## src/sv/bas_pkg.sv

```systemverilog
// ----------------------------------------------------------------------------
// bas_pkg
// Shared constants, types and helper functions of the barometric altitude
// smoother: window geometry, register map, ALU op codes and saturation.
// ----------------------------------------------------------------------------
package bas_pkg;

   // window geometry and storage widths
   localparam int WINDOW        = 25;
   localparam int SAMPLE_BITS   = 32;
   localparam int RING_IDX_BITS = $clog2(WINDOW);
   localparam int SUM_BITS      = SAMPLE_BITS + $clog2(WINDOW);

   // divide-by-window unit: one quotient digit group per cycle
   localparam int REM_BITS     = $clog2(WINDOW);
   localparam int DIV_DIGIT    = 6;
   localparam int DIV_STEPS    = (SUM_BITS + DIV_DIGIT - 1) / DIV_DIGIT;
   localparam int DIV_BITS     = DIV_STEPS * DIV_DIGIT;
   localparam int DIV_CNT_BITS = $clog2(DIV_STEPS + 1);

   // field widths
   localparam int DATA_BITS   = 32;
   localparam int WEIGHT_BITS = 17;
   localparam int LEVEL_BITS  = 31;

   // register map
   localparam int CSR_INDEX_BITS = 2;
   localparam int CSR_DATA_BITS  = 31;
   localparam logic [CSR_INDEX_BITS-1:0] CSR_SMOOTHING_WEIGHT = 2'd0;
   localparam logic [CSR_INDEX_BITS-1:0] CSR_STEP_LIMIT       = 2'd1;
   localparam logic [CSR_INDEX_BITS-1:0] CSR_STEP_THRESHOLD   = 2'd2;
   localparam logic [CSR_INDEX_BITS-1:0] CSR_STEP_GAIN        = 2'd3;

   localparam logic [WEIGHT_BITS-1:0] RST_SMOOTHING_WEIGHT = 17'd655;
   localparam logic [LEVEL_BITS-1:0]  RST_STEP_LIMIT       = 31'd65536;
   localparam logic [LEVEL_BITS-1:0]  RST_STEP_THRESHOLD   = 31'd13107;
   localparam logic [WEIGHT_BITS-1:0] RST_STEP_GAIN        = 17'd10923;
   localparam logic [WEIGHT_BITS-1:0] ONE_Q16              = 17'd65536;

   // shared ALU
   localparam int ALU_BITS   = 36;
   localparam int MUL_A_BITS = 34;
   localparam int Q_SHIFT    = 16;
   localparam int PROD_BITS  = MUL_A_BITS + WEIGHT_BITS + 1;

   localparam logic [2:0] ALU_SUB    = 3'd0;
   localparam logic [2:0] ALU_MULQ   = 3'd1;
   localparam logic [2:0] ALU_ADDSAT = 3'd2;
   localparam logic [2:0] ALU_SUBSAT = 3'd3;
   localparam logic [2:0] ALU_CLAMP  = 3'd4;

   typedef logic signed [DATA_BITS-1:0]   data_type;
   typedef logic signed [SAMPLE_BITS-1:0] sample_type;
   typedef logic signed [SUM_BITS-1:0]    sum_type;
   typedef logic signed [ALU_BITS-1:0]    alu_word_type;

   typedef struct packed {
      logic                   en;
      logic [2:0]             op;
      alu_word_type           a;
      alu_word_type           b;
      logic [WEIGHT_BITS-1:0] m;
   } alu_ctl_type;

   // clamp a 32-bit sample into the signed storage range
   function automatic sample_type sat_sample(input data_type x);
      longint v;
      longint smax;
      longint smin;
      v    = longint'(x);
      smax = (longint'(1) <<< (SAMPLE_BITS - 1)) - longint'(1);
      smin = -smax - longint'(1);
      if (v > smax) v = smax;
      if (v < smin) v = smin;
      return sample_type'(v);
   endfunction

   // sign-extend a 32-bit value to the ALU word
   function automatic alu_word_type ext_data(input data_type x);
      return {{(ALU_BITS - DATA_BITS){x[DATA_BITS-1]}}, x};
   endfunction

   // saturate a grown ALU sum to the signed 32-bit range
   function automatic alu_word_type sat_data(input logic signed [ALU_BITS:0] x);
      logic signed [ALU_BITS:0] hi;
      logic signed [ALU_BITS:0] lo;
      hi = (ALU_BITS + 1)'(64'sd2147483647);
      lo = (ALU_BITS + 1)'(-64'sd2147483648);
      if (x > hi) return hi[ALU_BITS-1:0];
      if (x < lo) return lo[ALU_BITS-1:0];
      return x[ALU_BITS-1:0];
   endfunction

endpackage

```

## src/sv/bas_if.sv

```systemverilog
// ----------------------------------------------------------------------------
// bas_req_if / bas_rsp_if
// Valid/ready channels carrying one altitude word in and one result word out.
// ----------------------------------------------------------------------------
interface bas_req_if;
   import bas_pkg::*;
   logic     valid;
   logic     ready;
   data_type altitude_sample;
   logic     latch_offset;

   modport source (output valid, output altitude_sample, output latch_offset, input ready);
   modport sink   (input valid, input altitude_sample, input latch_offset, output ready);
endinterface

interface bas_rsp_if;
   import bas_pkg::*;
   logic     valid;
   logic     ready;
   data_type fast_altitude;
   data_type slow_altitude;
   data_type relative_altitude;

   modport source (output valid, output fast_altitude, output slow_altitude,
                   output relative_altitude, input ready);
   modport sink   (input valid, input fast_altitude, input slow_altitude,
                   input relative_altitude, output ready);
endinterface

```

## src/sv/bas_ring.sv

```systemverilog
// ----------------------------------------------------------------------------
// bas_ring
// Sample window with its running sum. A write swaps the oldest sample for
// the new one; the difference is registered first and then added into the sum.
// ----------------------------------------------------------------------------
module bas_ring import bas_pkg::*; (
   input  logic       clock,
   input  logic       reset,
   input  logic       wr_en,
   input  sample_type wr_sample,
   output sum_type    sum
);

   sample_type                   ring_ff [WINDOW];
   logic [WINDOW-1:0]            valid_ff, valid_in;
   logic [RING_IDX_BITS-1:0]     pos_ff, pos_in;
   sum_type                      sum_ff, sum_in;
   logic signed [SAMPLE_BITS:0]  delta_ff, delta_in;
   logic                         pend_ff, pend_in;
   sample_type                   old_sample;

   // entries never written read as zero
   assign old_sample = valid_ff[pos_ff] ? ring_ff[pos_ff] : '0;

   always_comb begin
      valid_in = valid_ff;
      pos_in   = pos_ff;
      delta_in = delta_ff;
      pend_in  = 1'b0;
      sum_in   = sum_ff;
      if (pend_ff) begin
         sum_in = sum_ff + SUM_BITS'(delta_ff);
      end
      if (wr_en) begin
         valid_in[pos_ff] = 1'b1;
         delta_in = {wr_sample[SAMPLE_BITS-1], wr_sample}
                  - {old_sample[SAMPLE_BITS-1], old_sample};
         pend_in  = 1'b1;
         pos_in   = (pos_ff == RING_IDX_BITS'(WINDOW - 1)) ? '0 : pos_ff + 1'b1;
      end
   end

   always_ff @(posedge clock) begin
      if (reset) begin
         valid_ff <= '0;
         pos_ff   <= '0;
         sum_ff   <= '0;
         pend_ff  <= 1'b0;
      end else begin
         valid_ff <= valid_in;
         pos_ff   <= pos_in;
         sum_ff   <= sum_in;
         pend_ff  <= pend_in;
      end
   end

   always_ff @(posedge clock) begin
      delta_ff <= delta_in;
      if (wr_en) begin
         ring_ff[pos_ff] <= wr_sample;
      end
   end

   assign sum = sum_ff;

endmodule

```

## src/sv/bas_div.sv

```systemverilog
// ----------------------------------------------------------------------------
// bas_div
// Signed divide of the window sum by WINDOW, truncated toward zero and
// saturated to 32 bits. Restoring division, DIV_DIGIT quotient bits a cycle.
// ----------------------------------------------------------------------------
module bas_div import bas_pkg::*; (
   input  logic     clock,
   input  logic     reset,
   input  logic     start,
   input  sum_type  sum,
   output logic     done,
   output data_type fast
);

   logic [DIV_BITS-1:0]     work_ff, work_in;
   logic [REM_BITS-1:0]     rem_ff, rem_in;
   logic [DIV_CNT_BITS-1:0] cnt_ff, cnt_in;
   logic                    neg_ff, neg_in;
   logic                    busy_ff, busy_in;
   logic                    done_ff, done_in;
   data_type                fast_ff, fast_in;
   logic [SUM_BITS-1:0]     mag;
   logic [DIV_BITS-1:0]     step_work;
   logic [REM_BITS-1:0]     step_rem;
   logic [63:0]             quo;

   assign mag = sum[SUM_BITS-1] ? unsigned'(-sum) : unsigned'(sum);
   assign quo = 64'(work_ff);

   always_comb begin : digit_step
      logic [REM_BITS:0]   trial;
      logic [DIV_BITS-1:0] w;
      logic [REM_BITS-1:0] r;
      w = work_ff;
      r = rem_ff;
      for (int i = 0; i < DIV_DIGIT; i++) begin
         trial = {r, w[DIV_BITS-1]};
         w     = {w[DIV_BITS-2:0], 1'b0};
         if (trial >= (REM_BITS + 1)'(WINDOW)) begin
            trial = trial - (REM_BITS + 1)'(WINDOW);
            w[0]  = 1'b1;
         end
         r = trial[REM_BITS-1:0];
      end
      step_work = w;
      step_rem  = r;
   end

   always_comb begin
      work_in = work_ff;
      rem_in  = rem_ff;
      cnt_in  = cnt_ff;
      neg_in  = neg_ff;
      busy_in = busy_ff;
      done_in = 1'b0;
      fast_in = fast_ff;
      if (start) begin
         work_in = DIV_BITS'(mag);
         rem_in  = '0;
         cnt_in  = DIV_CNT_BITS'(DIV_STEPS);
         neg_in  = sum[SUM_BITS-1];
         busy_in = 1'b1;
      end else if (busy_ff && cnt_ff != '0) begin
         work_in = step_work;
         rem_in  = step_rem;
         cnt_in  = cnt_ff - 1'b1;
      end else if (busy_ff) begin
         // apply sign, saturate
         busy_in = 1'b0;
         done_in = 1'b1;
         if (!neg_ff) begin
            fast_in = (quo > 64'h7FFF_FFFF) ? data_type'(32'h7FFF_FFFF)
                                            : data_type'(quo[DATA_BITS-1:0]);
         end else begin
            fast_in = (quo > 64'h8000_0000) ? data_type'(32'h8000_0000)
                                            : data_type'(DATA_BITS'(-quo));
         end
      end
   end

   always_ff @(posedge clock) begin
      if (reset) begin
         busy_ff <= 1'b0;
         done_ff <= 1'b0;
         cnt_ff  <= '0;
      end else begin
         busy_ff <= busy_in;
         done_ff <= done_in;
         cnt_ff  <= cnt_in;
      end
   end

   always_ff @(posedge clock) begin
      work_ff <= work_in;
      rem_ff  <= rem_in;
      neg_ff  <= neg_in;
      fast_ff <= fast_in;
   end

   assign done = done_ff;
   assign fast = fast_ff;

endmodule

```

## src/sv/bas_alu.sv

```systemverilog
// ----------------------------------------------------------------------------
// bas_alu
// Shared arithmetic unit: subtract, Q1.16 multiply with floor, saturating
// add and subtract, and clamp with jump test. Result registered.
// ----------------------------------------------------------------------------
module bas_alu import bas_pkg::*; (
   input  logic                  clock,
   input  alu_ctl_type           ctl,
   input  logic [LEVEL_BITS-1:0] limit,
   input  logic [LEVEL_BITS-1:0] threshold,
   output alu_word_type          result,
   output logic                  jump
);

   alu_word_type               result_ff, result_in;
   logic                       jump_ff, jump_in;
   logic signed [PROD_BITS-1:0] prod;
   logic signed [ALU_BITS:0]   sum_w;
   logic signed [ALU_BITS:0]   diff_w;
   alu_word_type               lim_pos, lim_neg, thr_pos, thr_neg, clamped;

   assign prod    = $signed(ctl.a[MUL_A_BITS-1:0]) * $signed({1'b0, ctl.m});
   assign sum_w   = {ctl.a[ALU_BITS-1], ctl.a} + {ctl.b[ALU_BITS-1], ctl.b};
   assign diff_w  = {ctl.a[ALU_BITS-1], ctl.a} - {ctl.b[ALU_BITS-1], ctl.b};
   assign lim_pos = $signed(ALU_BITS'(limit));
   assign lim_neg = -lim_pos;
   assign thr_pos = $signed(ALU_BITS'(threshold));
   assign thr_neg = -thr_pos;
   assign clamped = (ctl.a > lim_pos) ? lim_pos : ((ctl.a < lim_neg) ? lim_neg : ctl.a);

   always_comb begin
      result_in = result_ff;
      jump_in   = jump_ff;
      case (ctl.op)
         ALU_SUB:    result_in = diff_w[ALU_BITS-1:0];
         ALU_MULQ:   result_in = prod[Q_SHIFT +: ALU_BITS];
         ALU_ADDSAT: result_in = sat_data(sum_w);
         ALU_SUBSAT: result_in = sat_data(diff_w);
         ALU_CLAMP: begin
            result_in = clamped;
            // |clamped| > thr  <=>  |a| > thr and limit > thr
            jump_in   = (limit > threshold) && ((ctl.a > thr_pos) || (ctl.a < thr_neg));
         end
         default:    result_in = result_ff;
      endcase
   end

   always_ff @(posedge clock) begin
      if (ctl.en) begin
         result_ff <= result_in;
         jump_ff   <= jump_in;
      end
   end

   assign result = result_ff;
   assign jump   = jump_ff;

endmodule

```

## src/sv/baro_altitude_smoother.sv

```systemverilog
// ----------------------------------------------------------------------------
// baro_altitude_smoother
// Moving average of the last WINDOW altitude samples feeding an exponential
// smoother with step correction and a latchable ground offset.
// ----------------------------------------------------------------------------
// Usage:
//   req_chan takes one word: a signed Q15.16 altitude sample and a latch flag.
//   rsp_chan returns one word per request: fast (window mean), slow (smoothed,
//   step corrected) and relative (slow minus ground offset), all Q15.16.
//   csr_* writes the four tuning registers; write only while no word is in
//   flight.
// Sequence:
//   The window mean is produced by a restoring divider that retires
//   DIV_DIGIT quotient bits a cycle, then one shared ALU runs eight
//   dependent steps. req_chan.ready is high only when the block is empty,
//   so a new word is taken only after the previous result has been taken.
// Reset:
//   Synchronous. Clears the window, the sum, the slow track and the offset
//   and loads the register defaults; no clearing pass is needed.
// Stall:
//   A result stays on rsp_chan unchanged until taken; no new request is
//   taken meanwhile.
// ----------------------------------------------------------------------------
module baro_altitude_smoother import bas_pkg::*; (
   input  logic                      clock,
   input  logic                      reset,
   input  logic                      csr_wr_en,
   input  logic [CSR_INDEX_BITS-1:0] csr_index,
   input  logic [CSR_DATA_BITS-1:0]  csr_wdata,
   bas_req_if.sink                   req_chan,
   bas_rsp_if.source                 rsp_chan
);

   // sequencer codes
   localparam logic [3:0] S_IDLE     = 4'd0;
   localparam logic [3:0] S_RING     = 4'd1;
   localparam logic [3:0] S_DIV_GO   = 4'd2;
   localparam logic [3:0] S_DIV_WAIT = 4'd3;
   localparam logic [3:0] S_D1       = 4'd4;
   localparam logic [3:0] S_M1       = 4'd5;
   localparam logic [3:0] S_A1       = 4'd6;
   localparam logic [3:0] S_D2       = 4'd7;
   localparam logic [3:0] S_CL       = 4'd8;
   localparam logic [3:0] S_M2       = 4'd9;
   localparam logic [3:0] S_A2       = 4'd10;
   localparam logic [3:0] S_REL      = 4'd11;
   localparam logic [3:0] S_OUT      = 4'd12;

   logic [3:0]             state_ff, state_in;
   logic [WEIGHT_BITS-1:0] weight_ff, weight_in;
   logic [LEVEL_BITS-1:0]  limit_ff, limit_in;
   logic [LEVEL_BITS-1:0]  thresh_ff, thresh_in;
   logic [WEIGHT_BITS-1:0] gain_ff, gain_in;
   data_type               slow_ff, slow_in;
   data_type               offset_ff, offset_in;
   logic                   latch_ff, latch_in;

   logic                   accept;
   logic [WEIGHT_BITS-1:0] weight_eff, gain_eff;
   sum_type                window_sum;
   logic                   div_done;
   data_type               fast;
   alu_ctl_type            alu_ctl;
   alu_word_type           alu_result;
   logic                   alu_jump;
   data_type               slow_new, offset_new;

   assign accept = req_chan.valid && req_chan.ready;

   // weights above one act as one
   assign weight_eff = (weight_ff > ONE_Q16) ? ONE_Q16 : weight_ff;
   assign gain_eff   = (gain_ff > ONE_Q16) ? ONE_Q16 : gain_ff;

   bas_ring u_ring (
      .clock     (clock),
      .reset     (reset),
      .wr_en     (accept),
      .wr_sample (sat_sample(req_chan.altitude_sample)),
      .sum       (window_sum)
   );

   bas_div u_div (
      .clock (clock),
      .reset (reset),
      .start (state_ff == S_DIV_GO),
      .sum   (window_sum),
      .done  (div_done),
      .fast  (fast)
   );

   bas_alu u_alu (
      .clock     (clock),
      .ctl       (alu_ctl),
      .limit     (limit_ff),
      .threshold (thresh_ff),
      .result    (alu_result),
      .jump      (alu_jump)
   );

   // slow value after the optional jump, and the offset it may latch
   assign slow_new   = alu_jump ? alu_result[DATA_BITS-1:0] : slow_ff;
   assign offset_new = latch_ff ? slow_new : offset_ff;

   // configuration writes
   always_comb begin
      weight_in = weight_ff;
      limit_in  = limit_ff;
      thresh_in = thresh_ff;
      gain_in   = gain_ff;
      if (csr_wr_en) begin
         case (csr_index)
            CSR_SMOOTHING_WEIGHT: weight_in = csr_wdata[WEIGHT_BITS-1:0];
            CSR_STEP_LIMIT:       limit_in  = csr_wdata[LEVEL_BITS-1:0];
            CSR_STEP_THRESHOLD:   thresh_in = csr_wdata[LEVEL_BITS-1:0];
            CSR_STEP_GAIN:        gain_in   = csr_wdata[WEIGHT_BITS-1:0];
            default: ;
         endcase
      end
   end

   // sequencer: drive the shared ALU one step per state
   always_comb begin
      state_in  = state_ff;
      slow_in   = slow_ff;
      offset_in = offset_ff;
      latch_in  = latch_ff;
      alu_ctl   = '{en: 1'b0, op: ALU_SUB, a: '0, b: '0, m: '0};
      case (state_ff)
         S_IDLE: begin
            if (accept) begin
               latch_in = req_chan.latch_offset;
               state_in = S_RING;
            end
         end
         S_RING:     state_in = S_DIV_GO;
         S_DIV_GO:   state_in = S_DIV_WAIT;
         S_DIV_WAIT: begin
            if (div_done) state_in = S_D1;
         end
         S_D1: begin
            // fast - slow
            alu_ctl  = '{en: 1'b1, op: ALU_SUB, a: ext_data(fast), b: ext_data(slow_ff), m: '0};
            state_in = S_M1;
         end
         S_M1: begin
            alu_ctl  = '{en: 1'b1, op: ALU_MULQ, a: alu_result, b: '0, m: weight_eff};
            state_in = S_A1;
         end
         S_A1: begin
            alu_ctl  = '{en: 1'b1, op: ALU_ADDSAT, a: ext_data(slow_ff), b: alu_result, m: '0};
            state_in = S_D2;
         end
         S_D2: begin
            // hold the smoothed value, take the new difference
            slow_in  = alu_result[DATA_BITS-1:0];
            alu_ctl  = '{en: 1'b1, op: ALU_SUB, a: ext_data(fast), b: alu_result, m: '0};
            state_in = S_CL;
         end
         S_CL: begin
            alu_ctl  = '{en: 1'b1, op: ALU_CLAMP, a: alu_result, b: '0, m: '0};
            state_in = S_M2;
         end
         S_M2: begin
            alu_ctl  = '{en: 1'b1, op: ALU_MULQ, a: alu_result, b: '0, m: gain_eff};
            state_in = S_A2;
         end
         S_A2: begin
            alu_ctl  = '{en: 1'b1, op: ALU_ADDSAT, a: ext_data(slow_ff), b: alu_result, m: '0};
            state_in = S_REL;
         end
         S_REL: begin
            // commit slow, latch offset, relative = slow - offset
            slow_in   = slow_new;
            offset_in = offset_new;
            alu_ctl   = '{en: 1'b1, op: ALU_SUBSAT, a: ext_data(slow_new),
                          b: ext_data(offset_new), m: '0};
            state_in  = S_OUT;
         end
         S_OUT: begin
            if (rsp_chan.ready) state_in = S_IDLE;
         end
         default:    state_in = S_IDLE;
      endcase
   end

   always_ff @(posedge clock) begin
      if (reset) begin
         state_ff  <= S_IDLE;
         weight_ff <= RST_SMOOTHING_WEIGHT;
         limit_ff  <= RST_STEP_LIMIT;
         thresh_ff <= RST_STEP_THRESHOLD;
         gain_ff   <= RST_STEP_GAIN;
         slow_ff   <= '0;
         offset_ff <= '0;
         latch_ff  <= 1'b0;
      end else begin
         state_ff  <= state_in;
         weight_ff <= weight_in;
         limit_ff  <= limit_in;
         thresh_ff <= thresh_in;
         gain_ff   <= gain_in;
         slow_ff   <= slow_in;
         offset_ff <= offset_in;
         latch_ff  <= latch_in;
      end
   end

   assign req_chan.ready             = (state_ff == S_IDLE);
   assign rsp_chan.valid             = (state_ff == S_OUT);
   assign rsp_chan.fast_altitude     = fast;
   assign rsp_chan.slow_altitude     = slow_ff;
   assign rsp_chan.relative_altitude = alu_result[DATA_BITS-1:0];

   a_accept_starts_ring: assert property (@(posedge clock) disable iff (reset)
      accept |=> (state_ff == S_RING))
      else $error("accepted word did not start the window update");

   a_no_overlap: assert property (@(posedge clock) disable iff (reset)
      !(req_chan.ready && rsp_chan.valid))
      else $error("request taken while a result is pending");

   a_div_done_in_wait: assert property (@(posedge clock) disable iff (reset)
      div_done |-> (state_ff == S_DIV_WAIT))
      else $error("divider finished outside the wait state");

   a_rel_in_range: assert property (@(posedge clock) disable iff (reset)
      (state_ff == S_OUT) |->
         ((&alu_result[ALU_BITS-1:DATA_BITS-1]) || !(|alu_result[ALU_BITS-1:DATA_BITS-1])))
      else $error("relative altitude not saturated to 32 bits");

   a_rel_zero_on_latch: assert property (@(posedge clock) disable iff (reset)
      ((state_ff == S_OUT) && latch_ff) |-> (alu_result == '0))
      else $error("relative altitude nonzero right after offset latch");

endmodule

```

## src/flat_wrapper.sv

```systemverilog
// flat-port wrapper written by rule: the top's interface ports become plain ports
module baro_altitude_smoother_flat import bas_pkg::*;
  (clock, reset, csr_wr_en, csr_index, csr_wdata, req_chan_valid, req_chan_altitude_sample, req_chan_latch_offset, req_chan_ready, rsp_chan_valid, rsp_chan_fast_altitude, rsp_chan_slow_altitude, rsp_chan_relative_altitude, rsp_chan_ready);
  bas_req_if req_chan_i ();
  bas_rsp_if rsp_chan_i ();
  input  logic clock;
  input  logic reset;
  input  logic csr_wr_en;
  input  logic [CSR_INDEX_BITS-1:0] csr_index;
  input  logic [CSR_DATA_BITS-1:0] csr_wdata;
  input wire logic [$bits(req_chan_i.valid)-1:0] req_chan_valid;
  input wire logic [$bits(req_chan_i.altitude_sample)-1:0] req_chan_altitude_sample;
  input wire logic [$bits(req_chan_i.latch_offset)-1:0] req_chan_latch_offset;
  output wire logic [$bits(req_chan_i.ready)-1:0] req_chan_ready;
  output wire logic [$bits(rsp_chan_i.valid)-1:0] rsp_chan_valid;
  output wire logic [$bits(rsp_chan_i.fast_altitude)-1:0] rsp_chan_fast_altitude;
  output wire logic [$bits(rsp_chan_i.slow_altitude)-1:0] rsp_chan_slow_altitude;
  output wire logic [$bits(rsp_chan_i.relative_altitude)-1:0] rsp_chan_relative_altitude;
  input wire logic [$bits(rsp_chan_i.ready)-1:0] rsp_chan_ready;
  assign req_chan_i.valid = req_chan_valid;
  assign req_chan_i.altitude_sample = req_chan_altitude_sample;
  assign req_chan_i.latch_offset = req_chan_latch_offset;
  assign req_chan_ready = req_chan_i.ready;
  assign rsp_chan_valid = rsp_chan_i.valid;
  assign rsp_chan_fast_altitude = rsp_chan_i.fast_altitude;
  assign rsp_chan_slow_altitude = rsp_chan_i.slow_altitude;
  assign rsp_chan_relative_altitude = rsp_chan_i.relative_altitude;
  assign rsp_chan_i.ready = rsp_chan_ready;
  baro_altitude_smoother u_core (.clock(clock), .reset(reset), .csr_wr_en(csr_wr_en), .csr_index(csr_index), .csr_wdata(csr_wdata), .req_chan(req_chan_i), .rsp_chan(rsp_chan_i));
endmodule
```

## config.mk

```make
export PLATFORM = sky130hd
export DESIGN_NAME = baro_altitude_smoother_flat
export DESIGN_NICKNAME = d
export VERILOG_FILES = /design/src/sv/bas_pkg.sv /design/src/sv/bas_if.sv /design/src/sv/bas_ring.sv /design/src/sv/bas_div.sv /design/src/sv/bas_alu.sv /design/src/sv/baro_altitude_smoother.sv /design/src/flat_wrapper.sv
export SDC_FILE = /design/constraint.sdc
export NUM_CORES = 2
export LEC_CHECK = 0
export ABC_AREA = 1
export ABC_CLOCK_PERIOD_IN_PS = 10400
export BUFFER_PORTS_ARGS = -buffer_cell sky130_fd_sc_hd__buf_4
export CAP_MARGIN = 20
export CORE_MARGIN = 1.5
export CORE_UTILIZATION = 26
export DETAILED_ROUTE_END_ITERATION = 7
export GPL_ROUTABILITY_DRIVEN = 0
export SYNTH_ARGS = -nofsm -noshare
export SYNTH_HDL_FRONTEND = slang
export SYNTH_SLANG_ARGS = --single-unit
```

## constraint.sdc

```tcl
create_clock -name clock -period 10.4 [get_ports clock]
set_input_delay 1.56 -clock clock [delete_from_list [all_inputs] [get_ports clock]]
set_output_delay 1.56 -clock clock [all_outputs]
set_load 0.1 [all_outputs]
```

==> After elaboration in Yosys (flattened, before gate mapping) <==
Memories as Yosys holds them, arrays and structs flattened. A register that Yosys moved wholly into a read port is not among the register bits.
Cells that the tools add are included.
{ "word_totals": {"regBits": 388, "ram_bits": 800, "input_bits": 71, "output_inout_bits": 98, "elab_cells": 180, "mem_count": 1} }
{ "mem_list": {"columns": ["name", "words", "word_bits", "rd", "rd_clocked_by_memory_dff", "wr", "line_no", "text"], "rows": [
  ["u_core.u_ring.ring_ff", 25, 32, 1, 1, 1, "bas_ring.sv:14", "sample_type ring_ff [WINDOW];"]
]} }
{ "classes": {"addsub": 16, "mul": 1, "n_lt_le_gt_ge": 23, "eq_ne": 24, "mux": 66, "bitwise": 3, "reduce_logical": 23} }
{ "ops": {"columns": ["cell", "count"], "rows": [
  ["93-bit case mux with 7 select lines", 1],
  ["36-bit 2-to-1 mux", 10],
  ["32-bit 2-to-1 mux", 7],
  ["36-bit case mux with 5 select lines", 1],
  ["37-bit 2-to-1 mux", 3],
  ["37-bit by 32-bit greater-than comparator with 1-bit output (second input constant)", 2],
  ["37-bit by 32-bit < comparator with 1-bit output (second input constant)", 2],
  ["36-bit by 32-bit greater-than comparator with 1-bit output", 2],
  ["36-bit < comparator", 2],
  ["31-bit negation with 36-bit output", 2],
  ["64-bit by 32-bit < comparator with 1-bit output (second input constant)", 1],
  ["64-bit 2-to-1 mux", 1],
  ["32-bit case mux with 2 select lines", 1],
  ["34-bit by 18-bit multiplier with 52-bit output", 1],
  ["4-bit case mux with 13 select lines", 1],
  ["5-bit 2-to-1 mux", 9],
  ["42-bit by 31-bit greater-than comparator with 1-bit output (second input constant)", 1],
  ["42-bit by 32-bit greater-than comparator with 1-bit output (second input constant)", 1],
  ["36-bit by 36-bit adder with 37-bit output", 1],
  ["37-bit by 33-bit adder with 37-bit output", 1],
  ["37-bit negation", 1],
  ["36-bit by 36-bit subtractor with 37-bit output", 1],
  ["6-bit by 5-bit greater-or-equal comparator with 1-bit output (second input constant)", 6],
  ["17-bit greater-than comparator (second input constant)", 2],
  ["other kinds (41)", 96]
]} }

==> Depth between registers and ports, before layout <==
{ "depth": {"depth_word": 14, "mapped_depth": 46, "ltp_nobuf": 46} }

==> Modules after synthesis <==
From an unflattened synthesis, not the netlist that was laid out.
{ "hier_totals": {"cells_unflattened": 10987, "hier_area_um2": 89413.3} }
{ "by_module_without_submodules": {"columns": ["module", "instances", "cells_each", "area_each_um2", "seq_area_each_um2"], "rows": [
  ["bas_ring", 1, 3623, 39623.0, 26475.4],
  ["bas_alu", 1, 5125, 34558.1, 1111.1],
  ["baro_altitude_smoother", 1, 1472, 9067.4, 3303.2],
  ["bas_div", 1, 767, 6164.7, 2402.3]
]} }

==> Least setup slack after synthesis <==
No wires, ideal clock.
{ "synth_path": {"path_kind": "reg2reg", "start": "register u_core.state_ff[2]", "end": "register u_core.u_alu.result_ff[30] (netlist: u_core.u_alu.result[30]) (data pin)", "setup_ns": 0.267, "t_arrival_ns": 8.534, "required_time_ns": 10.133, "setup_slack_ns": 1.599, "path_stages_with_launch": 38, "n_path_buf": 4, "synth_period_minus_slack_ns": 8.801, "cell_sequence": "dfxtp_1 -> inv_1 -> ha_1 -> inv_1 -> clkbuf_1 -> clkbuf_1 -> buf_1 -> a21oi_1 -> clkbuf_1 -> nand2_1 -> fa_1 -> inv_1 -> fa_1 -> inv_1 -> fa_1 -> inv_1 -> fa_1 -> fa_1 -> [2 not listed] -> inv_1 -> ha_1 -> nand2_1 -> o21ai_0 -> a221oi_1 -> inv_1 -> a21oi_1 -> nand2_1 -> a211oi_1 -> o21ai_0 -> nand2_1 -> nand2_1 -> nand2_1 -> o211ai_1 -> o21ai_0 -> a21oi_1 -> a21oi_1 -> nand4_1"} }
{ "synth_via": {"elab_chain_len": 11, "elab_cells_between_ends": 43, "classes_between": "add/sub: 2; mul: 1; order compare: 6; eq/ne: 12; mux: 20; reduce/logical: 2"} }
{ "synth_rtl": {"columns": ["item", "line_no", "text"], "rows": [
  ["start, declared", "baro_altitude_smoother.sv:49", "logic [3:0] state_ff, state_in;"],
  ["start signal, assigned", "baro_altitude_smoother.sv:197", "state_ff <= state_in;"],
  ["4-bit by 3-bit == test with 1-bit output / 4-bit == test (equally long branches)", "baro_altitude_smoother.sv:128", "case (state_ff)"],
  ["2-bit OR reduction (no line)", null, null],
  ["93-bit case mux with 7 select lines *", "baro_altitude_smoother.sv:128", null],
  ["36-bit by 36-bit subtractor with 37-bit output / 36-bit by 36-bit adder with 37-bit output (equally long branches)", "bas_alu.sv:24, bas_alu.sv:23", null],
  ["37-bit by 32-bit < comparator with 1-bit output", "bas_pkg.sv:90", "if (x < lo) return lo[ALU_BITS-1:0];"],
  ["1-bit 2-to-1 mux (2 in series)", "bas_pkg.sv:90", null],
  ["1-bit 2-to-1 mux", "bas_alu.sv:34", "case (ctl.op)"],
  ["36-bit 2-to-1 mux", "bas_pkg.sv:91", "return x[ALU_BITS-1:0];"],
  ["36-bit 2-to-1 mux", "bas_pkg.sv:90", null],
  ["36-bit case mux with 5 select lines *", "bas_alu.sv:34", null],
  ["net u_core.u_alu.result_in[30]", "bas_alu.sv:15", "alu_word_type result_ff, result_in;"],
  ["end signal, assigned", "bas_alu.sv:50", "result_ff <= result_in;"],
  ["end, declared", "bas_alu.sv:15", null]
]} }
Mark *: on every way through the listed nets, which the timed path passes. The rest lies on a longest branch. The select of a mux whose other input is x is not followed.
A chain may end at the register's enable or synchronous reset.

==> Final worst setup path <==
{ "layout_path": {"start": "register u_core.state_ff[3]", "end": "register u_core.u_alu.result_ff[30] (netlist: u_core.u_alu.result[30]) (data pin)"} }
Same word-level chain as after synthesis.

==> impl_results.rst <==
.. list-table::
   :header-rows: 1

   * - Metric
     - Value
   * - Finish-stage setup viols
     - 0
   * - Total cell area at the placement stage
     - about 0.091 mm2
   * - Worst hold-check path type
     - reg2reg
   * - Per-instance average area after synthesis
     - approximately 8.7 um2
   * - Drt wl/cell
     - 20.25 um
   * - Final Cycle Share
     - 92.97%
   * - Clock transition at the registers of the reported paths
     - 0.06 ns
   * - Static leakage
     - approximately 0.04 uW
   * - Layout Cells excl Fill
     - ~14,000
   * - Worst-case clock skew
     - between 0.08 and 0.09 ns
   * - Crit-path most repeated cell
     - sky130_fd_sc_hd__inv_1
   * - Area share of the largest cell type after synthesis
     - about a third
   * - Post-synthesis sequential element count
     - ~1,200
   * - Final max-slew violation count
     - 0
   * - Worst path arrival time
     - ~10 ns
   * - TritonCTS Buffers
     - around 140
   * - Vert. Die Dim
     - between 500 and 600 um
   * - Number of buffers added for setup after CTS
     - 0
   * - Fmax achieved
     - 0.1034 GHz
   * - Iteration count of the initial detailed-routing pass
     - 8
   * - Required time reported for the critical path endpoint
     - 10.88 ns
   * - Number of synthesized flops with an enable pin
     - 940
   * - Slowest CP cell
     - sky130_fd_sc_hd__nor2_2
   * - # IOs
     - 169
   * - Maximum fanout along the worst path
     - 24
   * - Number of instances in the synthesized netlist
     - 9,671
   * - PortBufs
     - ~170
   * - Headroom to the max-slew limit
     - roughly 28%
   * - Transition time at the pin with the least slew margin
     - between 1 and 1.5 ns
   * - Placed Cells
     - roughly 14,000
   * - Maximum VDD drop
     - ~0.22 mV
   * - Path type of the worst setup path
     - reg2reg
   * - Unrepaired setup endpoints after global routing
     - no
   * - Max stage delay on crit path
     - ~0.81 ns
   * - Kind of start point of the critical path
     - flip-flop
   * - Nets@finish
     - about 11,000
   * - Fraction of registers with async set or reset after synthesis
     - 0%
   * - Layout cell share with drive strength beyond 1
     - under 10%
   * - Yosys top cell by area
     - sky130_fd_sc_hd__edfxtp_1
   * - # resized after CTS
     - 0
   * - Drt initial violations
     - approximately 6,700
   * - Remaining global-route overflow
     - 0
   * - Clock tree from TritonCTS
     - yes
   * - Max Root-Sink Buffers
     - 4
   * - Area contributors post-synth
     - sky130_fd_sc_hd__edfxtp_1 33%, sky130_fd_sc_hd__fa_1 13%, sky130_fd_sc_hd__nand2_1 7.0%
   * - Syn Std Cell Area
     - 0.08446 mm2
   * - Library cells used by synthesis
     - 68
   * - Die Wd
     - about 570 um
   * - DR vias/cell
     - 4.846
   * - Seq/Total Area, Yosys
     - approximately two fifths
   * - Net Count, Synth
     - 10,745
   * - Maximum number of pins on one net before global-route repair
     - 143
   * - Placed wire-length estimate after detailed placement
     - between 200,000 and 250,000 um
   * - Area of combinational cells with multiple inputs
     - 0.04384 mm2
   * - Cell with the most instances after synthesis
     - sky130_fd_sc_hd__nand2_1
   * - Wire length of the first global-routing pass
     - ~420,000 um
   * - Dominant register cell in the synthesized netlist
     - sky130_fd_sc_hd__edfxtp_1
   * - Number of hold buffers added after cts
     - 0
   * - Commonest cells post-synth
     - 1,578 x sky130_fd_sc_hd__nand2_1, 1,493 x sky130_fd_sc_hd__inv_1, 1,049 x sky130_fd_sc_hd__nor2_1
   * - Total power
     - 16,080 uW
   * - Remaining number of nets flagged by the antenna check after routing
     - 0
   * - Filler instances
     - 34,290
   * - Final count of hold timing violations
     - 0
   * - Die outline area
     - about 0.33 mm2
   * - Clock tree root driver cell
     - sky130_fd_sc_hd__clkbuf_16
   * - H-tree lvl count
     - 4
   * - Share of the core filled with cells
     - between 20% and 30%
   * - Flop2flop setup slack
     - approximately 0.73 ns
   * - Run status
     - complete, but fails checks
   * - Number of rows in the core area
     - approximately 210
   * - Number of synthesis warnings
     - 0
   * - Via count of the routed design
     - ~68,000
   * - Final total negative setup slack
     - 0 ns
   * - Via count of the first global-routing pass
     - ~66,000
   * - Core region area
     - approximately 0.32 mm2
   * - Clock Latency Late Sink
     - around 0.83 ns
   * - GRT Util Overall
     - between 10% and 20%
   * - Power per unit of standard cell area
     - 169.1 mW/mm2
   * - # Max-Cap Violations
     - 0
   * - Detailed Route WL
     - approximately 280,000 um
   * - Category of the worst setup path capture point
     - flip-flop
   * - Area growth, synth to finish
     - 12.64%
   * - Initial cell density of the core
     - around a quarter
   * - Post-detailed-route DRC marker count
     - 1
   * - Design Area, Final
     - around 0.095 mm2
   * - Number of clock sinks
     - between 1,000 and 1,500
   * - Antenna violations before repair
     - 9
   * - Shortest period the worst path allows
     - 9.669 ns
   * - Area taken by flip-flops and latches
     - about 0.033 mm2
   * - Violations in the final reports
     - DRC
-- worst max-delay path, delay by kind of cell (launching register included) --
kind,cells,cell delay [ns]
compound gates,10,2.03
fa+ha+maj,8,3.64
buf+inv,10,1.18
flops,1,0.37
simple gates,9,2.09
-- state kept, by name, summed over array words and instances (netlist names), 25 cells and up, named ones only --
| signal | flops |
|---|---|
| u_core.offset_ff | 32 |
| u_core.rsp_chan.slow_altitude | 32 |
| u_core.u_ring.ring_ff | 800 |
| u_core.u_ring.delta_ff | 33 |
| u_core.limit_ff | 31 |
| u_core.u_alu.result | 36 |
| u_core.u_div.fast | 32 |
| u_core.u_ring.sum | 37 |
| u_core.u_ring.valid_ff | 25 |
| u_core.u_div.work_ff | 42 |
| u_core.thresh_ff | 31 |
-- report_power, final --
group	switching (uW)	leakage [uW]	total, uW	internal [uW]
registers	385	0.0105	5980	5590
clock network	2050	0.00209	4780	2730
logic	3690	0.0282	5320	1630
total	6130	0.0408	16100	9960
-- path summary, 6_finish.rpt --
check | end | cells past startpoint | from
setup / recovery | u_core.u_alu.result[30] | 37 | u_core.state_ff[3]
hold / removal | u_core.u_ring.valid_ff[1] | 2 | u_core.u_ring.valid_ff[1]
setup reg to reg | u_core.u_alu.result[30] | 37 | u_core.state_ff[3]
hold reg to reg | u_core.u_ring.valid_ff[1] | 2 | u_core.u_ring.valid_ff[1]
-- metal layers --
metal	routed length, um	global-route usage [%]	vias up
met4	12710	6.640	10
met5	62	0	-
met2	132000	27.80	2719
met1	117700	21.66	33051
met3	22360	3.097	581
li1	-	-	31830
-- final cells by class --
cell class                      instances  area share (%)
Clock inverter                         57          0.5563
Inverter                             1511           5.980
Tap cell                             4325           5.688
Sequential cell                      1193           35.01
Timing Repair Buffer                  345           2.749
Multi-Input combinational cell       6451           46.08
Clock buffer                          181           3.919
Antenna cell                            9         0.02367
-- stage by stage --
| step | setup slack, ns | hold WS [ns] |
|---|---|---|
| 2_1_floorplan | 1.599 | 0.4258 |
| 3_3_place_gp | 1.025 | 0.4456 |
| 3_5_place_dp | 0.9356 | 0.4492 |
| 4_1_cts | 0.8794 | 0.4655 |
| 5_1_grt | 0.1055 | 0.4827 |
| 6_report | 0.7309 | 0.4629 |
-- layout by cell type, fill, tap and decap left out, drive strengths merged, types with 9 or more instances in the layout --
master	instances
a211oi	15
a21o	10
a21oi	609
a221o	18
a221oi	43
a311oi	12
a31oi	43
buf	345
clkbuf	181
clkinv	38
dfxtp	253
diode	9
edfxtp	940
fa	553
ha	450
inv	1521
nand2	1605
nand3	223
nand3b	13
nand4	79
nor2	1055
nor3	99
nor4	21
o211ai	67
o21a	20
o21ai	1017
o21bai	10
o221ai	103
o22ai	53
o31ai	18
xnor2	36
xor2	227
-- cell families (layout without fill, tap and decap cells) --
logic type,count (synthesis),after routing,synth area share (%)
simple gates,3117,3117,15.11
compound gates,2068,2068,13.77
buf+inv,2027,2094,9.173
flops,1193,1193,39.42
fa+ha+maj,1003,1003,19.77
xor+xnor,263,263,2.758
other cells,0,9,0
No activity file was read; power rests on OpenSTA's default activity.
